--- src/design/skl_pkg.sv ---
// ---------------------------------------------------------------------------
// skl_pkg
// Shared types, sizes and command codes for the sorted key list.
// ---------------------------------------------------------------------------
package skl_pkg;

    localparam int MAX_ITEMS = 16;
    localparam int KEY_BITS  = 32;
    localparam int ID_BITS   = 4;
    localparam int ID_COUNT  = 1 << ID_BITS;
    localparam int CNT_BITS  = $clog2(MAX_ITEMS + 1);

    // Command codes
    localparam logic [1:0] CMD_INSERT = 2'd0;
    localparam logic [1:0] CMD_APPEND = 2'd1;
    localparam logic [1:0] CMD_REMOVE = 2'd2;
    localparam logic [1:0] CMD_READ   = 2'd3;

    // Status codes
    localparam logic ST_DONE    = 1'b0;
    localparam logic ST_IGNORED = 1'b1;

    // One list entry
    typedef struct packed {
        logic                valid;
        logic [ID_BITS-1:0]  id;
        logic [KEY_BITS-1:0] key;
    } t_slot;

    // Per-cell move controls, at most one set in a cycle
    typedef struct packed {
        logic take_left;
        logic load_new;
        logic take_right;
    } t_cell_ctrl;

    // Set every bit at or above the lowest set bit
    function automatic logic [MAX_ITEMS-1:0] prefix_or(input logic [MAX_ITEMS-1:0] v);
        logic [MAX_ITEMS-1:0] m;
        m = v;
        for (int s = 1; s < MAX_ITEMS; s = s * 2) begin
            m = m | (m << s);
        end
        return m;
    endfunction

endpackage

--- src/design/skl_if.sv ---
// ---------------------------------------------------------------------------
// skl_if
// Valid/ready channels carrying list commands and list results.
// ---------------------------------------------------------------------------
interface skl_in_if;
    logic                         valid;
    logic                         ready;
    logic [1:0]                   command;
    logic [skl_pkg::ID_BITS-1:0]  item_id;
    logic [31:0]                  key;

    modport source (output valid, command, item_id, key, input ready);
    modport sink   (input valid, command, item_id, key, output ready);
endinterface

interface skl_out_if;
    logic                          valid;
    logic                          ready;
    logic                          status;
    logic                          head_valid;
    logic [skl_pkg::ID_BITS-1:0]   head_id;
    logic [31:0]                   head_key;
    logic [skl_pkg::CNT_BITS-1:0]  count;

    modport source (output valid, status, head_valid, head_id, head_key, count, input ready);
    modport sink   (input valid, status, head_valid, head_id, head_key, count, output ready);
endinterface

--- src/design/skl_cell.sv ---
// ---------------------------------------------------------------------------
// skl_cell
// One slot of the list: holds an entry, compares it against the incoming
// item and shifts from either neighbour or loads the new entry.
// ---------------------------------------------------------------------------
module skl_cell (
    input  logic                         i_clk,
    input  logic                         i_rst_n,
    input  skl_pkg::t_cell_ctrl          i_ctrl,
    input  skl_pkg::t_slot               i_left,
    input  skl_pkg::t_slot               i_right,
    input  skl_pkg::t_slot               i_new,
    input  logic                         i_append,
    output skl_pkg::t_slot               o_slot,
    output skl_pkg::t_slot               o_next,
    output logic                         o_gt,
    output logic                         o_match
);

    skl_pkg::t_slot r_slot;
    skl_pkg::t_slot n_slot;

    // Flag an insert point: empty slot, or, unless appending, a key above the new one
    assign o_gt    = !r_slot.valid || (!i_append && (r_slot.key > i_new.key));
    assign o_match = r_slot.valid && (r_slot.id == i_new.id);

    // Select the next content
    always_comb begin
        n_slot = r_slot;
        if (i_ctrl.take_left) begin
            n_slot = i_left;
        end else if (i_ctrl.load_new) begin
            n_slot = i_new;
        end else if (i_ctrl.take_right) begin
            n_slot = i_right;
        end
    end

    // Hold the entry
    always_ff @(posedge i_clk) begin
        if (!i_rst_n) begin
            r_slot <= '0;
        end else begin
            r_slot <= n_slot;
        end
    end

    assign o_slot = r_slot;
    assign o_next = n_slot;

endmodule

--- src/design/sorted_key_list_top.sv ---
// ---------------------------------------------------------------------------
// sorted_key_list_top
// Ordered list of item ids with keys, built as a row of slot cells.
// An accepted item's result is in the output register in the next cycle.
// Throughput: one item per cycle unless o_out stalls; every slot compares and shifts in parallel.
// Reset: synchronous, active low; empties the list and the result register.
// ---------------------------------------------------------------------------
module sorted_key_list_top (
    input  logic          i_clk,
    input  logic          i_rst_n,
    skl_in_if.sink        i_in,
    skl_out_if.source     o_out
);

    localparam int N = skl_pkg::MAX_ITEMS;

    skl_pkg::t_slot       w_slot [N];
    skl_pkg::t_slot       w_next [N];
    skl_pkg::t_cell_ctrl  w_ctrl [N];
    logic [N-1:0]         w_gt;
    logic [N-1:0]         w_match;
    logic [N-1:0]         w_after;
    logic [N-1:0]         w_rm;

    logic [skl_pkg::ID_COUNT-1:0] r_member;
    logic [skl_pkg::CNT_BITS-1:0] r_count;
    logic [skl_pkg::CNT_BITS-1:0] n_count;

    logic                          r_out_valid;
    logic                          r_status;
    logic                          r_head_valid;
    logic [skl_pkg::ID_BITS-1:0]   r_head_id;
    logic [31:0]                   r_head_key;
    logic [skl_pkg::CNT_BITS-1:0]  r_out_count;

    logic            w_accept;
    logic            w_add;
    logic            w_rem;
    logic            w_listed;
    logic            w_full;
    logic            w_ignored;
    logic            w_do_add;
    logic            w_do_rem;
    skl_pkg::t_slot  w_new;
    skl_pkg::t_slot  w_empty;

    // Accept while the result register is free or being drained
    assign i_in.ready = !r_out_valid || o_out.ready;
    assign w_accept   = i_in.valid && i_in.ready;

    // Decode the command
    assign w_add     = (i_in.command == skl_pkg::CMD_INSERT) ||
                       (i_in.command == skl_pkg::CMD_APPEND);
    assign w_rem     = (i_in.command == skl_pkg::CMD_REMOVE);
    assign w_listed  = r_member[i_in.item_id];
    assign w_full    = (r_count == skl_pkg::CNT_BITS'(N));
    assign w_ignored = (w_add && (w_listed || w_full)) || (w_rem && !w_listed);
    assign w_do_add  = w_accept && w_add && !w_listed && !w_full;
    assign w_do_rem  = w_accept && w_rem && w_listed;

    assign w_new.valid = 1'b1;
    assign w_new.id    = i_in.item_id;
    assign w_new.key   = i_in.key[skl_pkg::KEY_BITS-1:0];
    assign w_empty     = '0;

    // Locate the insert point and the entry to drop
    assign w_after = skl_pkg::prefix_or(w_gt);
    assign w_rm    = skl_pkg::prefix_or(w_match);

    // Build the row of cells
    for (genvar g = 0; g < N; g++) begin : g_cell
        logic after_prev;
        if (g == 0) begin : g_first
            assign after_prev = 1'b0;
        end else begin : g_rest
            assign after_prev = w_after[g-1];
        end

        assign w_ctrl[g].take_left  = w_do_add && after_prev;
        assign w_ctrl[g].load_new   = w_do_add && w_after[g] && !after_prev;
        assign w_ctrl[g].take_right = w_do_rem && w_rm[g];

        skl_cell u_cell (
            .i_clk    (i_clk),
            .i_rst_n  (i_rst_n),
            .i_ctrl   (w_ctrl[g]),
            .i_left   ((g == 0) ? w_empty : w_slot[(g == 0) ? 0 : g-1]),
            .i_right  ((g == N-1) ? w_empty : w_slot[(g == N-1) ? g : g+1]),
            .i_new    (w_new),
            .i_append (i_in.command == skl_pkg::CMD_APPEND),
            .o_slot   (w_slot[g]),
            .o_next   (w_next[g]),
            .o_gt     (w_gt[g]),
            .o_match  (w_match[g])
        );
    end

    // Advance the entry count
    always_comb begin
        n_count = r_count;
        if (w_do_add) begin
            n_count = r_count + skl_pkg::CNT_BITS'(1);
        end else if (w_do_rem) begin
            n_count = r_count - skl_pkg::CNT_BITS'(1);
        end
    end

    // Hold membership, count and the result register
    always_ff @(posedge i_clk) begin
        if (!i_rst_n) begin
            r_member    <= '0;
            r_count     <= '0;
            r_out_valid <= 1'b0;
        end else begin
            r_count <= n_count;
            if (w_do_add) begin
                r_member[i_in.item_id] <= 1'b1;
            end else if (w_do_rem) begin
                r_member[i_in.item_id] <= 1'b0;
            end
            if (w_accept) begin
                r_out_valid <= 1'b1;
            end else if (o_out.ready) begin
                r_out_valid <= 1'b0;
            end
        end
    end

    // Capture the head as it stands after the operation
    always_ff @(posedge i_clk) begin
        if (w_accept) begin
            r_status     <= w_ignored ? skl_pkg::ST_IGNORED : skl_pkg::ST_DONE;
            r_head_valid <= w_next[0].valid;
            r_head_id    <= w_next[0].valid ? w_next[0].id : '0;
            r_head_key   <= w_next[0].valid ? 32'(w_next[0].key) : '0;
            r_out_count  <= n_count;
        end
    end

    assign o_out.valid      = r_out_valid;
    assign o_out.status     = r_status;
    assign o_out.head_valid = r_head_valid;
    assign o_out.head_id    = r_head_id;
    assign o_out.head_key   = r_head_key;
    assign o_out.count      = r_out_count;

endmodule
--- src/flat_wrapper.sv ---
// flat-port wrapper written by rule: the top's interface ports become plain ports
module sorted_key_list_top_flat 
  (i_clk, i_rst_n, i_in_valid, i_in_command, i_in_item_id, i_in_key, i_in_ready, o_out_valid, o_out_status, o_out_head_valid, o_out_head_id, o_out_head_key, o_out_count, o_out_ready);
  skl_in_if i_in_i ();
  skl_out_if o_out_i ();
  input  logic i_clk;
  input  logic i_rst_n;
  input wire logic [$bits(i_in_i.valid)-1:0] i_in_valid;
  input wire logic [$bits(i_in_i.command)-1:0] i_in_command;
  input wire logic [$bits(i_in_i.item_id)-1:0] i_in_item_id;
  input wire logic [$bits(i_in_i.key)-1:0] i_in_key;
  output wire logic [$bits(i_in_i.ready)-1:0] i_in_ready;
  output wire logic [$bits(o_out_i.valid)-1:0] o_out_valid;
  output wire logic [$bits(o_out_i.status)-1:0] o_out_status;
  output wire logic [$bits(o_out_i.head_valid)-1:0] o_out_head_valid;
  output wire logic [$bits(o_out_i.head_id)-1:0] o_out_head_id;
  output wire logic [$bits(o_out_i.head_key)-1:0] o_out_head_key;
  output wire logic [$bits(o_out_i.count)-1:0] o_out_count;
  input wire logic [$bits(o_out_i.ready)-1:0] o_out_ready;
  assign i_in_i.valid = i_in_valid;
  assign i_in_i.command = i_in_command;
  assign i_in_i.item_id = i_in_item_id;
  assign i_in_i.key = i_in_key;
  assign i_in_ready = i_in_i.ready;
  assign o_out_valid = o_out_i.valid;
  assign o_out_status = o_out_i.status;
  assign o_out_head_valid = o_out_i.head_valid;
  assign o_out_head_id = o_out_i.head_id;
  assign o_out_head_key = o_out_i.head_key;
  assign o_out_count = o_out_i.count;
  assign o_out_i.ready = o_out_ready;
  sorted_key_list_top u_core (.i_clk(i_clk), .i_rst_n(i_rst_n), .i_in(i_in_i), .o_out(o_out_i));
endmodule
--- config.mk ---
export PLATFORM = sky130hd
export DESIGN_NAME = sorted_key_list_top_flat
export DESIGN_NICKNAME = d
export VERILOG_FILES = /design/src/design/skl_pkg.sv /design/src/design/skl_if.sv /design/src/design/skl_cell.sv /design/src/design/sorted_key_list_top.sv /design/src/flat_wrapper.sv
export SDC_FILE = /design/constraint.sdc
export NUM_CORES = 2
export LEC_CHECK = 0
export BUFFER_PORTS_ARGS = -buffer_cell sky130_fd_sc_hd__buf_2
export CORE_UTILIZATION = 58
export DETAILED_ROUTE_END_ITERATION = 7
export PLACE_DENSITY = 0.77
export SYNTH_ARGS = -nofsm -noshare
export SYNTH_HDL_FRONTEND = slang
export SYNTH_SLANG_ARGS = --single-unit
--- constraint.sdc ---
create_clock -name i_clk -period 5.3 [get_ports i_clk]
set_clock_uncertainty 0.15 [all_clocks]
set_input_delay 1.06 -clock i_clk [delete_from_list [all_inputs] [get_ports i_clk]]
set_output_delay 1.06 -clock i_clk [all_outputs]
set_load 0.02 [all_outputs]
==> impl_metrics.sql <==
INSERT INTO impl_metrics (metric_group, metric, value, unit) VALUES
('outcome', 'status', 'finished clean', ''),
('sta', 'setup_failing_eps_final', '0', ''),
('power', 'switching_share', '28.6', '%'),
('critical_path', 'path_class', 'in -> reg', ''),
('route', 'first_drt_pass_iteration_count', '8', ''),
('critical_path', 'crit_path_cell_trace', 'buf_2, inv_1, buf_12, buf_4, ha_1, nand4_1, nor4_1, a21oi_1, o31a_1, a2111oi_4, nand3_2, buf_4, nor4_2, buf_4, a21o_1, buf_4, nand3_1, a31oi_1', ''),
('clock_tree', 'clk-insertion-delay-late', '640', 'ps'),
('route', 'detail-route-antenna-nets', '0', ''),
('clock_tree', 'cts.sink_count', '657', ''),
('clock_tree', 'cts.path.max_buffers', '3', ''),
('placed_design', 'port_buffers', '86', ''),
('global_route', 'grt_pass1_wl', '227', 'mm'),
('power', 'seq_power_share', '41.1', '%'),
('logic_synthesis', 'syn-num-nets', '5843', ''),
('floorplanning', 'core', '0.0735', 'sq mm'),
('job', 'max-cap-violations', '0', ''),
('critical_path', 'worstSetupStartpointType', 'input pin', ''),
('sta', 'grt_setup_unrepaired', 'no', ''),
('global_route', 'first_global_vias', '40900', ''),
('floorplanning', 'die-area', '0.0759', 'sq mm'),
('route', 'detail_route.wl_per_cell', '22.6', 'um'),
('route', 'post_drt_via_cell_ratio', '6.76', ''),
('clock_tree', 'cts_inserted_buffers', '74', ''),
('logic_synthesis', 'synth-edff-count', '43', ''),
('clock_tree', 'cts_tree', 'built', ''),
('critical_path', 'cpMostUsedCell', 'sky130_fd_sc_hd__buf_4', ''),
('power', 'static-leakage-power', '20.4', 'nW'),
('critical_path', 'worstPathArrival', '5300', 'ps'),
('placed_design', 'detailedPlacementHpwl', '110', 'mm'),
('global_route', 'antenna_found_initial', '1', ''),
('global_route', 'gr-max-usage-layer', 'met2', ''),
('global_route', 'grt.met2_usage', '59.1', '%'),
('sta', 'timing_limited_maximum_frequency', '204', 'MHz'),
('sta', 'timing.final.crit_period', '4890', 'ps'),
('route', 'post-route-drc-count', '0', ''),
('final_layout', 'finalNetCount', '5928', ''),
('global_route', 'grt_usage', '37.2', '%'),
('hold_path', 'hold_class', 'reg -> reg', ''),
('power', 'netSwitchingPower', '3.79', 'mW'),
('clock_tree', 'post_cts_resized', '0', ''),
('critical_path', 'critPathMaxFanout', '20', ''),
('critical_path', 'timing.critical_path.required', '5700', 'ps'),
('logic_synthesis', 'async_flop_share', '0', '%'),
('route', 'route.final.wire_length', '144', 'mm'),
('logic_synthesis', 'yosysWarningCount', '0', ''),
('global_route', 'globalRoute.totalOverflow', '0', ''),
('final_layout', 'share_of_layout_cells_above_drive_strength_1', '11.7', '%'),
('final_layout', 'antenna_cells', '0', ''),
('floorplanning', 'std_cell_rows', '99', ''),
('clock_tree', 'cts_hold_buffers', '0', ''),
('final_layout', 'utilization', '67.7', '%'),
('sta', 'worst_max_slew_margin_expressed_relative_to_the_limit', '26.0', '%'),
('logic_synthesis', 'post_synth_instance_area', '0.0434', 'sq mm'),
('power', 'pwr_density_cell', '266', 'mW/mm^2'),
('global_route', 'use_met3', '5.04', '%'),
('clock_tree', 'post_cts_buffers', '0', ''),
('critical_path', 'worstSetupEndpointType', 'register', ''),
('route', 'dr_total_vias', '43200', ''),
('floorplanning', 'num_io_pins', '87', ''),
('power', 'p_comb_share', '15.9', '%'),
('clock_tree', 'clk_pin_slew_worst_paths', '60', 'ps'),
('sta', 'hold_viol_final', '0', ''),
('logic_synthesis', 'syn-mean-instance-area', '8.20', 'sq um'),
('global_route', 'gr-usage-met1', '48.5', '%'),
('critical_path', 'worst_path_dominant_cell_family', 'simple AND/OR/NAND/NOR gates', ''),
('global_route', 'grt_max_degree', '164', ''),
('floorplanning', 'floorplan.die.width', '275', 'um'),
('logic_synthesis', 'synthFlopType', 'sky130_fd_sc_hd__dfxtp_1', ''),
('critical_path', 'slowest_stage', 'sky130_fd_sc_hd__nor4_1', ''),
('floorplanning', 'start_util', '59.1', '%'),
('floorplanning', 'y_dimension_of_the_die', '275', 'um');
[registers in the layout (all words and copies together), names as in the netlist, named ones only]
signal and flops:
u_core.o_out.head_valid 1, u_core.o_out.valid 1, u_core.o_out.head_key 32, u_core.r_count 5, u_core.g_cell.u_cell.o_slot 592, u_core.o_out.head_id 4, u_core.o_out.count 5, u_core.o_out.status 1
[per-stage QoR]
step / cells / setup slack (ps) / setup TNS [ps] / hold WS, ps / instance area, sq um
2_1_floorplan: 5287 / -21.3 / -217 / 300 / 43400
3_3_place_gp: 6255 / -67.7 / -1260 / 306 / 47100
3_5_place_dp: 6255 / -118 / -8300 / 312 / 47100
4_1_cts: 6391 / 518 / 0 / 320 / 49800
5_1_grt: 6391 / 221 / 0 / 338 / 49800
6_report: 6391 / 405 / 0 / 320 / 49800
[power groups by stage]
stage	clock network, mW	registers, mW	logic [mW]
after global placement	0	5.54	1.98
after CTS	5.73	5.44	2.06
final	5.70	5.45	2.10
after detailed placement	0	5.54	2.05
after global routing	5.93	5.47	2.31
after floorplan	0	5.49	1.31
[metal layers]
layer / up-vias / part of all wire (%)
met1: 20400 / 42
met4: 2 / 5.8
li1: 20200 / -
met2: 2139 / 44
met5: - / 0.014
met3: 433 / 8.4
[worst min-delay path, cell delays in order, from the launching register on]
cell	delay, ps
sky130_fd_sc_hd__dfxtp_1	310
sky130_fd_sc_hd__nand2_1	50
sky130_fd_sc_hd__o22ai_1	60
[layout by cell type (no fill, tap or decap), types with 21 or more instances in the layout]
| cell | n |
|---|---|
| sky130_fd_sc_hd__a211oi_1 | 68 |
| sky130_fd_sc_hd__a21o_1 | 36 |
| sky130_fd_sc_hd__a21oi_1 | 461 |
| sky130_fd_sc_hd__a221o_1 | 67 |
| sky130_fd_sc_hd__a221oi_1 | 21 |
| sky130_fd_sc_hd__a22o_1 | 38 |
| sky130_fd_sc_hd__a22oi_1 | 133 |
| sky130_fd_sc_hd__a2bb2oi_1 | 62 |
| sky130_fd_sc_hd__a31oi_1 | 102 |
| sky130_fd_sc_hd__a32o_1 | 37 |
| sky130_fd_sc_hd__and2_1 | 45 |
| sky130_fd_sc_hd__buf_12 | 68 |
| sky130_fd_sc_hd__buf_2 | 85 |
| sky130_fd_sc_hd__buf_4 | 273 |
| sky130_fd_sc_hd__clkbuf_16 | 75 |
| sky130_fd_sc_hd__dfxtp_1 | 614 |
| sky130_fd_sc_hd__edfxtp_1 | 43 |
| sky130_fd_sc_hd__ha_1 | 514 |
| sky130_fd_sc_hd__inv_1 | 85 |
| sky130_fd_sc_hd__mux2i_1 | 132 |
| sky130_fd_sc_hd__nand2_1 | 617 |
| sky130_fd_sc_hd__nand3_1 | 91 |
| sky130_fd_sc_hd__nand4_1 | 141 |
| sky130_fd_sc_hd__nor2_1 | 331 |
| sky130_fd_sc_hd__nor3_1 | 47 |
| sky130_fd_sc_hd__nor4_1 | 28 |
| sky130_fd_sc_hd__o211ai_1 | 81 |
| sky130_fd_sc_hd__o21ai_0 | 452 |
| sky130_fd_sc_hd__o21ai_1 | 32 |
| sky130_fd_sc_hd__o221ai_1 | 40 |
| sky130_fd_sc_hd__o22a_1 | 25 |
| sky130_fd_sc_hd__o22ai_1 | 112 |
| sky130_fd_sc_hd__o31ai_1 | 30 |
| sky130_fd_sc_hd__or3_1 | 52 |
| sky130_fd_sc_hd__xnor2_1 | 32 |
| sky130_fd_sc_hd__xor2_1 | 36 |
[cell type report]
| cell class | instances | area, sq um |
|---|---|---|
| clock buffer | 103 | 2100 |
| clock inverter | 33 | 557 |
| fill | 6067 | 23700 |
| inverter | 87 | 334 |
| multi-input combinational | 4125 | 28100 |
| sequential | 657 | 13600 |
| tap | 959 | 1200 |
| timing repair buffer | 427 | 3850 |
[cells in the mapped netlist, drive strengths merged, types with 16 or more instances]
library cell / number / area (sq um)
mux2i: 132 / 1320
a221o: 67 / 671
dfxtp: 614 / 12300
a21o: 36 / 270
buf: 68 / 329
a22o: 38 / 333
o221ai: 40 / 350
nor3: 54 / 290
o211ai: 81 / 608
clkbuf: 350 / 1310
xor2: 36 / 315
o31ai: 33 / 258
a2bb2oi: 62 / 543
and2: 45 / 282
o22a: 25 / 219
or3: 54 / 338
xnor2: 32 / 280
a21oi: 465 / 2330
nand2: 619 / 2320
o22ai: 112 / 701
ha: 514 / 6430
nor4: 37 / 275
a31oi: 103 / 651
mux2: 16 / 180
a221oi: 22 / 193
a32o: 37 / 370
nor2b: 20 / 125
a22oi: 133 / 998
nand3: 92 / 465
a211oi: 68 / 510
nand4: 141 / 882
inv: 87 / 327
o21ai: 491 / 2460
edfxtp: 43 / 1290
nor2: 342 / 1290
[logic make-up (layout without fill, tap and decap cells)]
family	Yosys count	after routing	synth area share (%)
AOI/OAI and AO/OA	1923	1923	28.7
and+or+nand+nor	1467	1467	15.5
DFF	657	657	31.3
adders and majority gates	514	514	14.8
buffers and inverters	505	650	4.54
muxes	153	153	3.72
xor gates and xnor gates	68	68	1.37
[path summary, 6_finish.rpt]
path,startpoint,slack (ps),cells past startpoint,endpoint
max,i_in_key[30],410,18,u_core.g_cell[12].u_cell.o_slot[9]
min,u_core.g_cell[8].u_cell.o_slot[36],320,2,u_core.g_cell[8].u_cell.o_slot[36]
max reg2reg,u_core.g_cell[5].u_cell.o_slot[14],960,16,u_core.g_cell[12].u_cell.o_slot[9]
min reg2reg,u_core.g_cell[8].u_cell.o_slot[36],320,2,u_core.g_cell[8].u_cell.o_slot[36]
No activity file was read; power rests on OpenSTA's default activity.
